[src/sv/bces_pkg.sv]
package bces_pkg;

   // defaults for the top-level parameters
   localparam int MAX_WIDTH_DEF  = 1024;
   localparam int MAX_WINDOW_DEF = 15;
   localparam int PIXEL_BITS_DEF = 8;

   // fixed geometry of the register and result fields
   localparam int MAX_HEIGHT    = 1024;
   localparam int ROW_BITS      = 10;
   localparam int COORD_BITS    = 10;
   localparam int GEOM_BITS     = 11;
   localparam int SIZE_BITS     = 4;
   localparam int THR_BITS      = 17;
   localparam int THR_ONE       = 65536;
   localparam int Q_FRAC        = 16;
   localparam int CSR_ADDR_BITS = 2;
   localparam int RSP_DATA_BITS = 24;

   localparam int WIDTH_RESET  = 640;
   localparam int HEIGHT_RESET = 480;
   localparam int SIZE_RESET   = 5;
   localparam int THR_RESET    = 32768;

   typedef enum logic [CSR_ADDR_BITS-1:0] {
      CSR_FRAME_WIDTH  = 2'd0,
      CSR_FRAME_HEIGHT = 2'd1,
      CSR_WINDOW_SIZE  = 2'd2,
      CSR_THRESHOLD    = 2'd3
   } csr_index_type;

   // per-pixel control flags handed from front to back
   typedef struct packed {
      logic first_row;
      logic first_col;
      logic sub_win;    // window complete along the row: retire oldest column
      logic have_old;   // window complete down the column: drop oldest row
      logic unit_win;   // window side of one
      logic emit;       // a result goes out for this pixel
      logic done;       // last pixel of the frame
   } item_flags_type;

endpackage

[src/sv/bces_front.sv]
module bces_front #(
   parameter int MAX_WIDTH  = bces_pkg::MAX_WIDTH_DEF,
   parameter int MAX_WINDOW = bces_pkg::MAX_WINDOW_DEF,
   parameter int PIXEL_BITS = bces_pkg::PIXEL_BITS_DEF,
   localparam int CW    = $clog2(MAX_WIDTH),
   localparam int LINES = MAX_WINDOW - 1,
   localparam int LW    = $clog2(LINES),
   localparam int RAW   = $clog2(LINES * MAX_WIDTH),
   localparam int SW    = $clog2(MAX_WINDOW + 1),
   localparam int KW    = $clog2(MAX_WINDOW)
) (
   input  logic                                clock,
   input  logic                                reset,
   input  logic                                in_valid,
   output logic                                in_ready,
   input  logic [PIXEL_BITS-1:0]               pixel,
   input  logic                                frame_start,
   input  logic [bces_pkg::GEOM_BITS-1:0]      frame_width,
   input  logic [bces_pkg::GEOM_BITS-1:0]      frame_height,
   input  logic [bces_pkg::SIZE_BITS-1:0]      window_size,
   input  logic [bces_pkg::THR_BITS-1:0]       threshold_q16,
   input  logic                                queue_full,
   output logic                                push,
   output bces_pkg::item_flags_type            flags,
   output logic [PIXEL_BITS-1:0]               pix,
   output logic [CW-1:0]                       col,
   output logic [RAW-1:0]                      wr_addr,
   output logic [RAW-1:0]                      rd_addr,
   output logic [KW-1:0]                       rk,
   output logic [KW-1:0]                       ok,
   output logic [bces_pkg::COORD_BITS-1:0]     out_row,
   output logic [bces_pkg::COORD_BITS-1:0]     out_col,
   output logic [bces_pkg::THR_BITS-1:0]       thr,
   output logic [2*SW-1:0]                     s2
);

   localparam int XW = (bces_pkg::GEOM_BITS > CW + 1) ? bces_pkg::GEOM_BITS : CW + 1;
   localparam int GW = bces_pkg::GEOM_BITS;

   logic [bces_pkg::ROW_BITS-1:0] row_ff, row_in;
   logic [CW-1:0]                 col_ff, col_in;
   logic [LW-1:0]                 line_ff, line_in;
   logic [KW-1:0]                 rk_ff, rk_in;
   logic [SW-1:0]                 s_ff, s_in;

   logic [bces_pkg::ROW_BITS-1:0] r;
   logic [CW-1:0]                 c;
   logic [LW-1:0]                 line;
   logic [SW-1:0]                 s, s_clamp, half, s_m1;
   logic [XW-1:0]                 fw, wv, c1;
   logic [GW-1:0]                 hv, r1;
   logic [LW:0]                   old_line;
   logic [KW:0]                   ok_wide;
   logic                          last_col, last_row, accept;

   always_comb begin
      accept = in_valid && in_ready;
      r      = frame_start ? '0 : row_ff;
      c      = frame_start ? '0 : col_ff;
      line   = frame_start ? '0 : line_ff;
      rk     = frame_start ? '0 : rk_ff;

      s_clamp = (int'(window_size) > MAX_WINDOW) ? SW'(MAX_WINDOW) : SW'(window_size);
      s       = (r == '0 && c == '0) ? s_clamp : s_ff;
      s_m1    = s - SW'(1);
      half    = s_m1 >> 1;

      fw = XW'(frame_width);
      if (fw == '0) begin
         wv = XW'(1);
      end else if (fw > XW'(MAX_WIDTH)) begin
         wv = XW'(MAX_WIDTH);
      end else begin
         wv = fw;
      end
      if (frame_height == '0) begin
         hv = GW'(1);
      end else if (frame_height > GW'(bces_pkg::MAX_HEIGHT)) begin
         hv = GW'(bces_pkg::MAX_HEIGHT);
      end else begin
         hv = frame_height;
      end

      c1       = XW'(c) + XW'(1);
      r1       = GW'(r) + GW'(1);
      last_col = c1 >= wv;
      last_row = r1 >= hv;

      flags.first_row = r == '0;
      flags.first_col = c == '0;
      flags.sub_win   = c1 >= XW'(s);
      flags.have_old  = r1 >= GW'(s);
      flags.unit_win  = s == SW'(1);
      flags.emit      = flags.sub_win && flags.have_old;
      flags.done      = last_row && last_col;

      out_row = bces_pkg::COORD_BITS'(r1 - GW'(s) + GW'(half));
      out_col = bces_pkg::COORD_BITS'(c1 - XW'(s) + XW'(half));

      // line holding row r+1-s, ring of LINES rows
      old_line = (LW+1)'(line) + (LW+1)'(LINES) - (LW+1)'(s_m1);
      if (old_line >= (LW+1)'(LINES)) begin
         old_line = old_line - (LW+1)'(LINES);
      end
      // recent-column slot of column c+1-s, ring of MAX_WINDOW
      ok_wide = (KW+1)'(rk) + (KW+1)'(MAX_WINDOW) - (KW+1)'(s_m1);
      if (ok_wide >= (KW+1)'(MAX_WINDOW)) begin
         ok_wide = ok_wide - (KW+1)'(MAX_WINDOW);
      end
      ok = KW'(ok_wide);

      wr_addr = RAW'(line) * RAW'(MAX_WIDTH) + RAW'(c);
      rd_addr = RAW'(old_line) * RAW'(MAX_WIDTH) + RAW'(c);

      thr = (threshold_q16 > bces_pkg::THR_BITS'(bces_pkg::THR_ONE))
            ? bces_pkg::THR_BITS'(bces_pkg::THR_ONE) : threshold_q16;
      s2  = (2*SW)'(s) * (2*SW)'(s);
      pix = pixel;
      col = c;

      in_ready = !queue_full;
      push     = accept && (s != '0);

      s_in = s;
      if (last_col) begin
         col_in = '0;
         rk_in  = '0;
         if (last_row) begin
            row_in  = '0;
            line_in = '0;
         end else begin
            row_in  = r + bces_pkg::ROW_BITS'(1);
            line_in = (line == LW'(LINES - 1)) ? '0 : line + LW'(1);
         end
      end else begin
         col_in  = c + CW'(1);
         rk_in   = (rk == KW'(MAX_WINDOW - 1)) ? '0 : rk + KW'(1);
         row_in  = r;
         line_in = line;
      end
   end

   always_ff @(posedge clock) begin
      if (reset) begin
         row_ff  <= '0;
         col_ff  <= '0;
         line_ff <= '0;
         rk_ff   <= '0;
         s_ff    <= '0;
      end else if (accept) begin
         row_ff  <= row_in;
         col_ff  <= col_in;
         line_ff <= line_in;
         rk_ff   <= rk_in;
         s_ff    <= s_in;
      end
   end

endmodule

[config.mk]
export PLATFORM = sky130hd
export DESIGN_NAME = bces_front
export DESIGN_NICKNAME = d
export VERILOG_FILES = /design/src/sv/bces_pkg.sv /design/src/sv/bces_front.sv
export SDC_FILE = /design/constraint.sdc
export NUM_CORES = 1
export LEC_CHECK = 0
export BUFFER_PORTS_ARGS = -buffer_cell sky130_fd_sc_hd__buf_2
export CAP_MARGIN = 10
export CORE_MARGIN = 8
export CORE_UTILIZATION = 28
export DETAILED_ROUTE_END_ITERATION = 8
export PLACE_DENSITY = 0.61
export SLEW_MARGIN = 0
export SYNTH_ARGS = -nofsm -noshare
export SYNTH_HDL_FRONTEND = slang
export SYNTH_SLANG_ARGS = --single-unit
export TNS_END_PERCENT = 100
[constraint.sdc]
create_clock -name clock -period 4.6 [get_ports clock]
set_input_delay 0.23 -clock clock [delete_from_list [all_inputs] [get_ports clock]]
set_output_delay 0.23 -clock clock [all_outputs]
set_load 0.02 [all_outputs]
======== Yosys cells after proc, flatten, opt, wreduce, memory -nomap -nowiden ========
Index checks and enable logic that the tools add are counted.
cells by class
  divide/modulo/power cells ............... 0
  equal/unequal tests ..................... 3
  reductions and logical operators ........ 11
  bitwise logic cells ..................... 0
  multipliers ............................. 1
  muxes and demuxes ....................... 20
  add/sub/neg operators ................... 19
  shift operators ......................... 0
  magnitude comparators ................... 9
operators with widths
  kind                     count
  $mux W10                 5
  $mux W11                 4
  $mux W4                  10
  $add A14 B10 Y14         2
  $add A10 B1 Y11 const B  2
  $ge A11 B11 Y1           2
  $ge A11 B4 Y1            2
  $gt A11 B11 Y1 const B   2
  $logic_not A11 Y1        2
  $add A10 B1 Y10 const B  2
  $add A10 B3 Y10          2
  $logic_not A10 Y1        2
  $sub A10 B4 Y10          2
  $gt A17 B17 Y1 const B   1
  $mux W17                 1
  $add A4 B4 Y5 const B    2
  $ge A5 B4 Y1 const B     2
  $sub A5 B4 Y5            2
  $add A4 B1 Y4 const B    2
  $eq A4 B4 Y1 const B     2
  $mul A4 B4 Y8            1
  $sub A4 B4 Y4 const B    2
  $logic_and A1 B1 Y1      5
  $eq A4 B1 Y1 const B     1
  3 further kinds          3
storage, ports and cells
  word-level logic and storage cells ...... 68
  latch bits .............................. 0
  bits in registers ....................... 32
  input port bits ......................... 56
  memory bits (writable) .................. 0
  memories kept ........................... 0
  ROM bits ................................ 0

======== Depth between registers and ports, before layout ========
  depth in word-level cells ............... 9
  gate-level depth with buffers ........... 22

======== Worst setup path before layout ========
OpenSTA, ideal clock, no wires.
  path type ............................... input port to output port
  from .................................... in frame_start
  to ...................................... out out_row[8] (netlist name)
  arrival time ............................ 4.802 ns
  path buffers ............................ 3
  stages on the path ...................... 20
  slack ................................... -0.432 ns
  cells stage by stage .................... buf_2 nor2b_1 inv_1 ha_1 nor4bb_1 buf_4 mux2i_1 buf_2 ha_1 xnor2_1 inv_1 fa_1 inv_1 fa_1 a21o_1 a21oi_1 o21bai_1 a21oi_1 o21ai_0 xor2_1
between the ends
  longest elaborated chain between the ends .. 6
  elaborated cells between the ends (all ways) .. 10
ends and longest elaborated chain
  item                                              line                                text
  start: declaration                                bces_front.sv:17                    input logic frame_start,
  $mux W10 *                                        bces_front.sv:59                    c = frame_start ? '0 : col_ff;
  net col[0]                                        bces_front.sv:26                    output logic [CW-1:0] col,
  $logic_not A10 Y1 *                               bces_front.sv:64                    s = (r == '0 && c == '0) ? s_clamp : s_ff;
  $logic_and A1 B1 Y1 *                             bces_front.sv:64
  $mux W4 *                                         bces_front.sv:64
  $sub A10 B4 Y10 or $sub A4 B1 Y4 (tied branches)  bces_front.sv:97, bces_front.sv:65
  $add A10 B3 Y10 *                                 bces_front.sv:97                    out_row = bces_pkg::COORD_BITS'(r1 - GW'(s) + GW'(half));
  end: declaration                                  bces_front.sv:31                    output logic [bces_pkg::COORD_BITS-1:0] out_row,
The timed path passes the listed nets; every way through them passes the cells marked *.

======== Final worst setup path ========
  from .................................... reg row_ff[5] (netlist name)
  to ...................................... out out_row[9] (netlist name)
between the ends
  longest elaborated chain between the ends .. 6
  elaborated cells between the ends (all ways) .. 8
ends and longest elaborated chain
  item                                                     line               text
  start: declaration                                       bces_front.sv:40   logic [bces_pkg::ROW_BITS-1:0] row_ff, row_in;
  start signal: assignment                                 bces_front.sv:151  row_ff <= row_in;
  $mux W10 *                                               bces_front.sv:58   r = frame_start ? '0 : row_ff;
  branches (longest 4 deep; another with $add A10 B1 Y11)  -
  $add A10 B3 Y10 *                                        bces_front.sv:97
Mark *: on every way between the ends.

==> results.md <==
- RR Startpoint: row_ff[0]
- DR vias: a little under 5000
- Setup CP Type: reg2out
- IO Pins: ~160
- CP required: 4370 ps
- Buffers on Ports: 146
- Area delta synth->final: 28.01%
- Sw power: 0.5998 mW
- Initial drt markers: between 200 and 250
- Pre-antenna DRT Iters: 4
- P_leak: 3.142 nW
- Critical Path End Type: primary output
- Switch share: roughly two fifths
- Initial Util: 28.70%
- Int Pwr: between 0.8 and 0.9 mW
- Final GP Congestion: just over 0.8
- # setup viols final: 0
- Combinational share of power: 57.0%
- Worst Hold Endpoint: col_ff[0]
- Worst EP arrival: 4310 ps
- Antenna violations before repair: 1
- Die Y: 149.4 um
- First-pass GRT wire length: 24200 um
- Row cnt: 48
- Yosys top cell area share: 21.35%
- Worst-path clk slew: roughly 50 ps
- Layout cell share with drive strength beyond 1: roughly 30%
- CP bufs+invs: 5
- Total clock buffers created by CTS: 5
- Post-synth top flop: dfxtp_1
- Slowest-stage cell, CP: fa_1
- Yosys warning count: 0
- Fin crit period: roughly 4500 ps
- Hold_buf cts: 0
- Avg Cell Area, Syn: around 7.5 um2
- Longest Clk Path Bufs: 2
- Pwr Total: between 1 and 1.5 mW
- Syn_nets: between 800 and 900
- Clock power frac: between 20% and 30%
- RSZ-0062 raised after global routing: yes
- TritonCTS clock tree: done
- CP startpoint kind: register
- Worst-Margin Slew: 1025 ps
- Max cap viols: 0
- Dpl ws: 44.12 ps
- Core ar.: 0.01736 mm2
- Reg2reg end: line_ff[2]
- Power density over the cells: 225.8 mW/mm2
- Fin. Hold Viols: 0
- GRT overflow: 0
- Hold Path Class: in2reg
- Clock skew: between 2 and 2.5 ps
- Vias in the first global route: 4693
- Clock H-tree levels: 2
- Fin worst setup slack: 61.65 ps
- Hold depth: 5
- Clk_lat worst skew: 270 ps
- Seq cells post-synth: 32
- EDFF count, synth: 0
- Drt via density: 4.789
- WL per Instance: 14.89 um
- Tcrit/Tclk final: 98.66%
- Placed Cells: 1015
- R2r setup slk: 600 ps
- Hold Startpoint: frame_start
- Total Routing Usage GR: 13.18%
- # fillers: 1823
- Register area share after synthesis: 12.86%
- Seq pwr share: 19.8%
- Clock Root Buffer: clkbuf_16
- Max IR drop VDD: 0.1994 mV
- HPWL Detailed: 12560 um
- Post-synthesis async set-or-reset flop share: 0%
- Worst reg2reg path depth: 15
- DRC viols: 0
- Layout Nets: 959
- Synth unique cells: 63
- Fmax: 220.3 MHz
- CP delay by family, top: adder cells
- Synth area leaders: ha_1 21%, dfxtp_1 13%, nand2_1 5.0%
- Peak fanout along the critical path: 4
- Final Max Slew Viols: 0
- Largest net degree at the start of global routing: 34
- Area leader, netlist: ha_1
- Worst path cell trace: nor4_4 > a21oi_2 > nor4bb_4 > buf_6 > mux2i_4 > ha_4 > xnor2_4 > buf_4 > inv_2 > fa_1 > inv_2 > ha_4 > nor3b_4 > o211ai_1 > a21oi_2 > nor3_2 > o21ai_1 > o211ai_1 > xor2_1 > buf_4
- DIE AREA: between 0.02 and 0.025 mm2
- Hold WS: 452.9 ps
- Final cell count without fillers: ~1000
- Cell Area, Synth: 0.004981 mm2
- Run status: completed
- Mapped Cells: 667
- Die W: 149.4 um
- Max incr delay on CP: 480 ps
- Slew Limit Headroom: 31.49%
- CTS sink cnt: 32
- # diodes: 0
- Antenna Nets Post-Route: 0
- Routed WL: approximately 15000 um
## per-layer routing
layer | vias up | share of wire [%] | track usage (%) | wire length [um]
li1 | 2569 | - | - | -
met1 | 2230 | 46 | 17.68 | 7101
met2 | 153 | 44 | 21.22 | 6729
met3 | 7 | 9.7 | 3.277 | 1496
met4 | 2 | 0.58 | 1.969 | 89
met5 | - | 0.052 | 0 | 8
## cells in the final DEF (no fill, tap or decap), types with 10 or more instances in the layout
cell type	count
nor2b_1	33
dfxtp_1	31
a21o_1	11
buf_4	44
ha_1	81
nor2_1	56
o21ai_0	18
inv_1	49
nand2_1	67
nor3_1	15
xor2_1	23
nor4_1	10
buf_2	141
xnor2_1	20
a22oi_1	10
a21oi_1	31
nand3_1	31
## worst register-to-register path, cell delays in order, from the launching register on
cell and delay (ps):
dfxtp_1 390, nand2_1 100, inv_1 220, ha_1 290, and3_1 280, nand3_1 110, xor2_1 150, nor2_1 270
ha_1 170, o21a_1 110, o21ai_0 80, or4_1 520, a31oi_1 530, and2_1 300, a2111oi_0 90, a31o_2 260
## cell type report
cell class	count	area, um2	share of cell area, %
clock buffer	8	146.4	2.296
sequential	32	644.4	10.11
multi-input combinational	528	4024	63.11
tap	225	281.5	4.415
timing repair buffer	188	1074	16.84
inverter	55	206.4	3.238
## what timing repair did
action | in CTS | in global routing
pin swaps | 5 | 19
buffers inserted | 2 | 11
resized for setup | 14 | 30
setup endpoints to repair | 6 | 10
## how the worst max path moves through the flow
stage | start | end | slack, ps | depth (start not counted)
floorplan | frame_start | out_row[8] | 3 | 21
global placement | col_ff[6] | out_row[8] | 90 | 18
detailed placement | row_ff[8] | out_row[8] | 40 | 18
CTS | row_ff[6] | out_col[9] | -4 | 18
global route | col_ff[9] | out_row[9] | -190 | 20
finish | row_ff[5] | out_row[9] | 60 | 20
## sequential cells by signal, summed over array words and instances (netlist names)
register,count
line_ff,4
rk_ff,4
row_ff,10
s_ff,4
col_ff,10
## per-stage QoR
stage / setup TNS (ps) / utilization (%) / area [um2]
finish: 0 / 36.74 / 6376
global placement: 0 / 34.16 / 5928
global route: -615.1 / 36.74 / 6376
detailed placement: 0 / 34.16 / 5928
floorplan: 0 / - / 5031
CTS: -4.414 / 35.47 / 6157
## synthesized netlist by cell type (2+ instances only)
master,n
nor4_2,2
buf_2,3
or2_2,4
dfxtp_1,32
nor4_1,12
nand3_1,31
o211ai_1,4
mux2_2,2
o21bai_1,3
a21oi_1,39
a31o_2,2
a211oi_1,5
o21a_1,8
buf_6,2
a22oi_1,10
a21o_1,11
clkinv_1,2
nor3_1,16
nor2b_1,34
nor3b_1,2
nor2_1,56
xor2_1,23
buf_4,31
fa_1,8
buf_1,2
a31oi_1,9
o21ai_0,21
a32oi_1,2
mux2i_1,4
a2111oi_0,3
nand2_1,67
xnor2_1,23
and2_1,5
clkbuf_1,13
inv_1,52
nand4_1,5
and3_1,9
ha_1,85
## power groups by stage
stage / Sequential (mW) / Combinational (mW) / Clock (mW)
floorplan: 0.290 / 0.540 / 0
global route: 0.286 / 0.902 / 0.355
detailed placement: 0.291 / 0.760 / 0
finish: 0.285 / 0.821 / 0.334
global placement: 0.291 / 0.758 / 0
CTS: 0.286 / 0.781 / 0.338
## kinds of logic after synthesis
| group | count (synthesis) | share of synthesized area [%] |
|---|---|---|
| flops | 32 | 12.86 |
| mux | 8 | 1.834 |
| xor+xnor | 46 | 8.088 |
| compound gates | 128 | 16.68 |
| buf+inv | 107 | 10.80 |
| fa+ha+maj | 93 | 24.57 |
| simple gates | 252 | 25.09 |
| other cells | 1 | 0.07529 |
No activity file was read; power rests on OpenSTA's default activity.
