[src/sv/bces_queue.sv]
module bces_queue #(
   parameter int WIDTH = 8
) (
   input  logic             clock,
   input  logic             reset,
   input  logic             push,
   input  logic [WIDTH-1:0] push_data,
   output logic             full,
   input  logic             pop,
   output logic             not_empty,
   output logic [WIDTH-1:0] head
);

   logic [WIDTH-1:0] slot_ff [2];
   logic             wr_ptr_ff, wr_ptr_in;
   logic             rd_ptr_ff, rd_ptr_in;
   logic [1:0]       count_ff, count_in;

   always_comb begin
      wr_ptr_in = push ? ~wr_ptr_ff : wr_ptr_ff;
      rd_ptr_in = pop ? ~rd_ptr_ff : rd_ptr_ff;
      count_in  = count_ff + 2'(push) - 2'(pop);
   end

   always_ff @(posedge clock) begin
      if (reset) begin
         wr_ptr_ff <= 1'b0;
         rd_ptr_ff <= 1'b0;
         count_ff  <= 2'd0;
      end else begin
         wr_ptr_ff <= wr_ptr_in;
         rd_ptr_ff <= rd_ptr_in;
         count_ff  <= count_in;
      end
   end

   always_ff @(posedge clock) begin
      if (push) begin
         slot_ff[wr_ptr_ff] <= push_data;
      end
   end

   assign full      = count_ff == 2'd2;
   assign not_empty = count_ff != 2'd0;
   assign head      = slot_ff[rd_ptr_ff];

endmodule

[config.mk]
export PLATFORM = sky130hd
export DESIGN_NAME = bces_queue
export DESIGN_NICKNAME = d
export VERILOG_FILES = /design/src/sv/bces_queue.sv
export SDC_FILE = /design/constraint.sdc
export NUM_CORES = 1
export LEC_CHECK = 0
export ABC_AREA = 0
export BUFFER_PORTS_ARGS = -buffer_cell sky130_fd_sc_hd__buf_2
export CAP_MARGIN = 5
export CORE_MARGIN = 2
export CORE_UTILIZATION = 25
export DETAILED_ROUTE_END_ITERATION = 8
export GPL_TIMING_DRIVEN = 0
export PLACE_DENSITY = 0.41
export SLEW_MARGIN = 30
export SYNTH_ARGS = -nofsm -noshare
export SYNTH_HDL_FRONTEND = slang
export SYNTH_SLANG_ARGS = --single-unit
[constraint.sdc]
create_clock -name clock -period 2.15 [get_ports clock]
set_input_delay 0.43 -clock clock [delete_from_list [all_inputs] [get_ports clock]]
set_output_delay 0.43 -clock clock [all_outputs]
set_load 0.05 [all_outputs]
Word-level counts from Yosys, hierarchy flattened

Memories as Yosys holds them, arrays and structs flattened. A register that Yosys moved wholly into a read port is not among the register bits.
Index checks and enable logic that the tools add are counted.

Bits in registers: 4
Latch bits: 0
Bits in writable memories: 16
ROM bits: 0
Input bits: 12
Logic and storage cells: 14
Memories: 1

Memory list:

| name    | words | bits a word | read ports | clocked after memory_dff | write ports | line | RTL |
|---|---|---|---|---|---|---|---|
| slot_ff | 2     | 8           | 1          | 1                        | 1           | 14   | `logic [WIDTH-1:0] slot_ff [2];` |

$add $sub $neg: 2
$mul: 0
Div/mod/pow operators: 0
Magnitude comparators: 0
Equal/unequal tests: 1
Shift-type cells: 0
Muxes and demuxes: 4
Bitwise gates (word level): 2
Reduce and logical (&&, ||, !) cells: 1

Operator list:

| kind                 | count |
|---|---|
| $mux W1              | 4 |
| $add A2 B1 Y2        | 1 |
| $eq A2 B2 Y1 const B | 1 |
| $not A1 Y1           | 2 |
| $reduce_bool A2 Y1   | 1 |
| $sub A2 B1 Y2        | 1 |

Depth between registers and ports, before layout

Gate-level depths: netlist of run 1.

Word-level depth: 3
Gate-level depth with buffers: 6
Mapped depth without buffers: 6

Least setup slack after synthesis of run 1

OpenSTA, ideal clock, no wires.

Path type: reg-to-output
From: reg count_ff[1]
To: out full
Arrival time: 1.060 ns
Path slack: 0.660 ns
Stages on the path, launching flop included: 2
Buffers on the path: 0
Cell sequence: dfxtp_1 nor2b_1

Word-level cells in the longest chain between the ends: 1

Ends and longest elaborated chain:

| element                | line | RTL |
|---|---|---|
| from (decl)            | 17   | `logic [1:0] count_ff, count_in;` |
| from (signal assigned) | 33   | `count_ff <= count_in;` |
| $eq A2 B2 Y1           | 43   | `assign full = count_ff == 2'd2;` |
| to (decl)              | 8    | `output logic full,` |

No other way between the ends.

==> flow_summary.toml, run 1 <==
[status]
status = "completed"

[global_routing]
met2_usage_pct = 11.6
top_usage_layer = "met2"
grt_pass1_wl_mm = 1.79
grt_pass1_vias = 392
overflow = 0
globalRouteMet3Util_pct = 5.33
grt_max_degree = 13
antenna_found_initial = 0
use_met1_pct = 7.68
track_usage_pct = 7.28

[worst_setup_path]
worstRegToRegCells = 1
r2r_slack_ns = 0.88
crit_type = "flip-flop to primary output"
arrival_ns = 1.41
timing.rr.end = "slot_ff[0][3]$_DFFE_PP_"
r2r_start = "wr_ptr_ff$_SDFFE_PP0P_"
cp_max_fo = 8
end_kind = "primary output"
start_kind = "flip-flop"
cp.required_ns = 1.72

[timing]
fin_ws_ns = 0.315
maxSlewHeadroom_pct = 51.3
worst_pin_slew_ns = 0.729
setup_viol = 0
final_hold_viol_count = 0
fmax_mhz = 545
layout_worst_path_cycle_share_pct = 85.4
timing.hold.ws_ns = 0.310
min_period_ns = 1.84
fin_setup_tns_ns = 0
rsz0062_at_grt = "false"
finalMaxSlewViolations = 0
finalClockSkew_ns = 0.00383

[floorplan]
dieHeight_um = 60.4
dieArea_um2 = 3650
start_util_pct = 26.2
rows = 20
pin_count = 22
die_w_um = 60.4
coreArea_um2 = 3030

[worst_hold_path]
min_delay_path_depth = 1
hp-class = "input pin to flip-flop"
holdPathEnd = "slot_ff[1][2]$_DFFE_PP_"
worstHoldStart = "push_data[2]"

[yosys]
async_flop_share_pct = 0
synth-seq-cells = 21
synth_edf_count = 16
synth_common_cells = "16 x edfxtp_1, 8 x mux2_1, 5 x dfxtp_1"
yosysWarnings = 0
avgSynthCellArea_um2 = 17.3
syn_inst = 46
synth_top_cell_by_area = "edfxtp_1"
syn_nets = 60
synth_flop_cell = "edfxtp_1"
synth_cell_types = 12
syn_area_um2 = 795
synth.most_common_cell = "edfxtp_1"
synthTopCellsByArea = "edfxtp_1 60%, dfxtp_1 13%, mux2_1 11%"
yosysTopAreaCellShare_pct = 60.5
ys_seq_area_share_pct = 73.1

[pwr]
ir_drop_mv = 0.461
leakagePower_nw = 0.391
powerDensity_nw_per_um2 = 901

[clocking]
postCtsHoldBufs = 0
cts_resized = 0
clkSinkCount = 21
ctsRootBufferMaster = "clkbuf_4"
cts_tree = "done"
cts_buffers = 3
cts_setup_buffers = 0
htree_levels = 1
clk_pin_slew_worst_paths_ns = 0.11
clock_path_buffers = 2
clk_latency_ns = 0.30

[route]
drt-initial-drc-count = 7
post_drt_wl_per_cell_um = 10.4
drc = 0
wl_mm = 1.20
postRouteAntennaNets = 0
vias = 422
first_pass_iters = 3
viasPerCell = 3.67

[flow_run]
maxCapViolCount = 0

[placed_design]
routabilityCongestion = 0.630
dp_hpwl_um = 852
pre_cts_ws_ns = 0.562
numPortBuffers = 21

[layout]
synthToLayoutAreaGrowth_pct = 23.6
insertedDiodeCount = 0
drive_above_1_share_pct = 36.6
nNetsFinal = 86
## worst max-delay path, cell delays in order (launching register included)
cell and delay, ns:
dfxtp_1 0.32, buf_2 0.22, mux2_1 0.35, buf_2 0.21
## cell type report
| cell class | instances | area, um^2 |
|---|---|---|
| clock inverter | 1 | 5.00 |
| timing repair buffer | 21 | 105 |
| sequential | 21 | 581 |
| inverter | 2 | 7.51 |
| multi-input combinational | 22 | 201 |
| clock buffer | 3 | 22.5 |
| buffer | 1 | 5.00 |
| fill | 309 | 2050 |
| tap | 44 | 55.1 |
## metrics by stage
| step | std cells | area, um^2 | power, mW | util [%] |
|---|---|---|---|---|
| 6_report | 115 | 982 | 0.885 | 32.4 |
| 3_5_place_dp | 111 | 955 | 0.715 | 31.5 |
| 2_1_floorplan | 46 | 795 | 0.661 | - |
| 4_1_cts | 115 | 982 | 0.901 | 32.4 |
| 3_3_place_gp | 111 | 955 | 0.712 | 31.5 |
| 5_1_grt | 115 | 982 | 0.938 | 32.4 |
## sequential cells by signal, indices dropped and copies added, names as in the netlist, named ones only
name       flops
count_ff       2
rd_ptr_ff      1
wr_ptr_ff      1
slot_ff       16
## placed cells by master, fill, tap and decap left out
cell      count
clkinv_2      1
ha_1          2
buf_2        22
xnor2_1       2
or2_1         1
xnor3_1       1
edfxtp_1     16
clkbuf_4      3
nor2b_1       3
and2_1        1
nor2_1        4
mux2_1        8
dfxtp_1       5
inv_1         2
## cell families after synthesis
logic type	after synthesis	synth area share, %
xor+xnor	3	5.04
fa+ha+maj	2	3.15
buf+inv	3	1.57
flops	21	73.1
mux	8	11.3
simple gates	9	5.83
## routing by layer
metal	vias up	share of wire, %
met3	2	10
met4	0	1.2
met5	-	0
li1	213	-
met2	15	48
met1	192	40
## report_power, final
part,switching (mW),internal (mW)
clock network,0.114,0.0693
logic,0.147,0.0712
registers,0.0122,0.471
total,0.273,0.612
## worst max-delay path by stage
stage	start	to	slack, ns	cells after the start
after floorplan	count_ff[1]$_SDFF_PP0_	full	0.66	1
after global placement	push	slot_ff[0][5]$_DFFE_PP_	0.53	2
after detailed placement	push	slot_ff[0][5]$_DFFE_PP_	0.56	2
after CTS	flip-flop	head[0]	0.27	3
after global routing	flip-flop	head[0]	0.23	3
final	flip-flop	head[0]	0.31	3
Note: power is estimated with default switching activity, not from simulation.
==> inputs of run 2 (changes only) <==
--- a/config.mk
+++ b/config.mk
@@ -9,10 +9,10 @@
 export BUFFER_PORTS_ARGS = -buffer_cell sky130_fd_sc_hd__buf_2
 export CAP_MARGIN = 5
 export CORE_MARGIN = 2
-export CORE_UTILIZATION = 25
+export CORE_UTILIZATION = 40
 export DETAILED_ROUTE_END_ITERATION = 8
 export GPL_TIMING_DRIVEN = 0
-export PLACE_DENSITY = 0.41
+export PLACE_DENSITY = 0.61
 export SLEW_MARGIN = 30
 export SYNTH_ARGS = -nofsm -noshare
 export SYNTH_HDL_FRONTEND = slang
==> flow_summary.toml, run 2 (synthesis results as in run 1) <==
[status]
status = "completed"

[layout]
multi_input_area_um2 = 201
largest_registers = "slot_ff: 16 flops, count_ff: 2 flops"
fin_area_um2 = 961
largest_register_ff_count = 16
synthToLayoutAreaGrowth_pct = 20.9
drive_above_1_share_pct = 36.6
seq_area_um2 = 581
stdcell_count = 98
layout_common_cells = "22 x buf_2, 16 x edfxtp_1, 8 x mux2_1"
regMostFlops = "slot_ff"
nNetsFinal = 86
fillCellCount = 188
insertedDiodeCount = 0
layout_commonest_cell = "buf_2"

[timing]
fin_setup_tns_ns = 0
fmax_mhz = 549
min_period_ns = 1.82
rsz0062_at_grt = "false"
maxSlewHeadroom_pct = 52.4
layout_worst_path_cycle_share_pct = 84.7
worst_pin_slew_ns = 0.713
finalMaxSlewViolations = 0
final_hold_viol_count = 0
timing.hold.ws_ns = 0.313
finalClockSkew_ns = 0.00314
setup_viol = 0

[route]
viasPerCell = 4.20
post_drt_wl_per_cell_um = 11.0
drc = 0
first_pass_iters = 3
postRouteAntennaNets = 0
wl_mm = 1.08
drt-initial-drc-count = 14
vias = 412

[worst_setup_path]
slowest_delay_ns = 0.35
arrival_ns = 1.39
start_kind = "flip-flop"
end_kind = "primary output"
slowest_stage = "mux2_1"
crit_chain = "buf_2 > mux2_1 > buf_2"
cp.required_ns = 1.72
cp_max_fo = 8
crit_type = "flip-flop to primary output"
cpMostUsedCell = "buf_2"

[clocking]
cts_buffers = 3
clk_latency_ns = 0.30
cts_tree = "done"
cts_resized = 0
cts_setup_buffers = 0
htree_levels = 1
clock_path_buffers = 2
ctsRootBufferMaster = "clkbuf_4"
clkSinkCount = 21
postCtsHoldBufs = 0
clk_pin_slew_worst_paths_ns = 0.11

[global_routing]
track_usage_pct = 9.89
antenna_found_initial = 0
grt_pass1_wl_mm = 1.65
grt_pass1_vias = 381
grt_max_degree = 13
overflow = 0

[pwr]
p_total_uw = 881
powerDensity_nw_per_um2 = 917
leakagePower_nw = 0.391
ir_drop_mv = 0.508

[placed_design]
numPortBuffers = 21
dp_hpwl_um = 753
dpl_cell_area_um2 = 933
numPlacedInstances = 94
routabilityCongestion = 0.698

[floorplan]
dieHeight_um = 48.6
rows = 16
die_w_um = 48.6
pin_count = 22
coreArea_um2 = 1920
start_util_pct = 41.3
dieArea_um2 = 2360

[flow_run]
maxCapViolCount = 0

[worst_hold_path]
hp-class = "input pin to flip-flop"
==> run 2: cell counts in the layout (fill, tap and decap cells not counted) <==
Identical to the previous run, type by type.
==> run 2: layer usage <==
| layer | vias to the layer above | part of all wire [%] | GRT usage (%) |
|---|---|---|---|
| met5 | - | 0 | 0 |
| li1 | 212 | - | - |
| met4 | 0 | 0.93 | 7.14 |
| met1 | 186 | 46 | 12.1 |
| met3 | 2 | 5.3 | 2.78 |
| met2 | 12 | 48 | 15.0 |
==> run 2: worst paths after layout <==
path,from,endpoint,slack (ns),cells after the start
worst min-delay path,push_data[1],slot_ff[1][1]$_DFFE_PP_,0.31,1
worst max-delay path,flip-flop,head[7],0.33,3
worst max register to register,wr_ptr_ff$_SDFFE_PP0P_,slot_ff[0][3]$_DFFE_PP_,0.88,1
worst min register to register,rd_ptr_ff$_SDFFE_PP0P_,rd_ptr_ff$_SDFFE_PP0P_,0.52,2
==> run 2: critical path: cells and delay by family (launching register included) <==
| kind | cells | cell delay [ns] |
|---|---|---|
| buf+inv | 2 | 0.43 |
| mux | 1 | 0.35 |
| flops | 1 | 0.32 |
==> run 2: layout make-up <==
cell class	instances	area share, %
clock inverters	1	0.521
clock buffers	3	2.34
well taps	27	3.52
inverters	2	0.781
plain buffers	1	0.521
repair buffers	21	10.9
flip-flops and latches	21	60.4
multi-input cells	22	21.0
==> run 2: power by group <==
group          internal, mW  switching [mW]  leakage [nW]
Clock                0.0692           0.112        0.0177
Sequential            0.471          0.0122         0.192
Combinational        0.0709           0.145         0.181
Total                 0.611           0.270         0.391
==> run 2: through the flow <==
step	setup WS (ns)	util (%)
3_5_place_dp	0.571	48.6
4_1_cts	0.311	50.0
6_report	0.329	50.0
2_1_floorplan	0.661	-
5_1_grt	0.209	50.0
3_3_place_gp	0.571	48.6
==> inputs of run 3 (changes only) <==
--- a/config.mk
+++ b/config.mk
@@ -12,7 +12,7 @@
 export CORE_UTILIZATION = 40
 export DETAILED_ROUTE_END_ITERATION = 8
 export GPL_TIMING_DRIVEN = 0
-export PLACE_DENSITY = 0.61
+export PLACE_DENSITY = 0.63
 export SLEW_MARGIN = 30
 export SYNTH_ARGS = -nofsm -noshare
 export SYNTH_HDL_FRONTEND = slang
==> constraint.sdc (replaced) <==
create_clock -name clock -period 1.5 [get_ports clock]
set_input_delay 0.3 -clock clock [delete_from_list [all_inputs] [get_ports clock]]
set_output_delay 0.3 -clock clock [all_outputs]
set_load 0.05 [all_outputs]
==> flow_summary.toml, run 3 (synthesis results as in run 1) <==
[timing]
finalMaxSlewViolations = 0
layout_worst_path_cycle_share_pct = 103
min_period_ns = 1.54
timing.hold.ws_ns = 0.196
maxSlewHeadroom_pct = 51.7
fin_ws_ns = -0.0401
final_hold_viol_count = 0
finalClockSkew_ns = 0.00259
worst_pin_slew_ns = 0.723
setup_viol = 8
rsz0062_at_grt = "true"
fmax_mhz = 649

[clocking]
ctsRootBufferMaster = "clkbuf_4"
postCtsHoldBufs = 0
clkSinkCount = 21
clock_path_buffers = 2
cts_setup_buffers = 0
cts_tree = "done"
htree_levels = 1
clk_pin_slew_worst_paths_ns = 0.10
cts_buffers = 3
clk_latency_ns = 0.28

[floorplan]
rows = 16
coreArea_um2 = 1920
dieArea_um2 = 2360
die_w_um = 48.6
start_util_pct = 41.3
pin_count = 22
dieHeight_um = 48.6

[worst_hold_path]
min_delay_path_depth = 1
holdPathEnd = "slot_ff[0][4]$_DFFE_PP_"
hp-class = "input pin to flip-flop"
worstHoldStart = "push_data[4]"

[flow_run]
maxCapViolCount = 0

[layout]
nNetsFinal = 86
largest_register_ff_count = 16
largest_registers = "slot_ff: 16 flops, count_ff: 2 flops"
regMostFlops = "slot_ff"
synthToLayoutAreaGrowth_pct = 32.3
layout_commonest_cell = "edfxtp_1"
layout_common_cells = "16 x edfxtp_1, 13 x buf_2, 8 x mux2_4, 8 x buf_6"
insertedDiodeCount = 0
drive_above_1_share_pct = 47.9

[worst_setup_path]
crit_type = "flip-flop to primary output"
r2r_slack_ns = 0.23
start_kind = "flip-flop"
cp_max_fo = 8
end_kind = "primary output"
cp.required_ns = 1.20
arrival_ns = 1.24
r2r_start = "wr_ptr_ff$_SDFFE_PP0P_"
worstRegToRegCells = 1
timing.rr.end = "slot_ff[0][5]$_DFFE_PP_"

[global_routing]
antenna_found_initial = 0
grt_pass1_vias = 434
grt_max_degree = 12
overflow = 0
track_usage_pct = 9.82
grt_pass1_wl_mm = 1.74

[placed_design]
routabilityCongestion = 0.662
dp_hpwl_um = 734
pre_cts_ws_ns = 0.0739
numPortBuffers = 21

[pwr]
powerDensity_nw_per_um2 = 1250
ir_drop_mv = 0.695
leakagePower_nw = 0.436

[status]
status = "finished with violations"
violations = "setup timing"

[route]
post_drt_wl_per_cell_um = 10.7
first_pass_iters = 4
vias = 430
postRouteAntennaNets = 0
drt-initial-drc-count = 3
drc = 0
viasPerCell = 4.39
wl_mm = 1.05
-- run 3: report_power, final --
group	leakage, nW	internal, mW	switching, mW	total [mW]
clock	0.0150	0.103	0.147	0.250
combinational	0.229	0.156	0.217	0.373
sequential	0.192	0.676	0.0190	0.695
total	0.436	0.936	0.383	1.32
-- run 3: through the flow --
step                      area (um^2)  setup TNS (ns)  util (%)  power, mW  cells
after floorplan                   795               0         -      0.948     46
after global placement            933               0      48.6       1.02     94
after detailed placement          933               0      48.6       1.02     94
after CTS                        1050          -0.294      54.7       1.33     98
after global routing             1050          -0.660      54.7       1.38     98
final                            1050          -0.286      54.7       1.32     98
-- run 3: layer usage --
| layer | vias up | GRT usage, % | share of wire (%) |
|---|---|---|---|
| met3 | 2 | 1.85 | 4.5 |
| met5 | - | 0 | 0 |
| met2 | 10 | 16.2 | 51 |
| met4 | 0 | 4.29 | 0.95 |
| met1 | 207 | 12.7 | 43 |
| li1 | 211 | - | - |
-- run 3: cell type report --
type | instances | area [um^2]
Tap cell | 27 | 33.8
Fill cell | 175 | 871
Multi-Input combinational cell | 22 | 231
Clock buffer | 4 | 26.3
Buffer | 1 | 15.0
Inverter | 2 | 7.51
Sequential cell | 21 | 582
Timing Repair Buffer | 21 | 155
-- run 3: repair_timing --
action / in CTS / in global routing
endpoints found under the setup margin: 8 / 8
gates resized for setup: 28 / 0
hold endpoints to repair: 0 / 0
-- run 3: worst max-delay path by stage --
stage	from	to	slack (ns)	cells past startpoint
4_1_cts	flip-flop	head[0]	-0.04	3
6_report	flip-flop	head[6]	-0.04	3
2_1_floorplan	count_ff[1]$_SDFF_PP0_	full	0.14	1
5_1_grt	flip-flop	head[0]	-0.09	3
3_3_place_gp	push	slot_ff[0][7]$_DFFE_PP_	0.09	2
3_5_place_dp	push	slot_ff[0][5]$_DFFE_PP_	0.07	2
-- run 3: critical path: stages (launching register included) --
cell and delay [ns]:
dfxtp_2 0.35, buf_8 0.14, mux2_4 0.31, buf_6 0.15
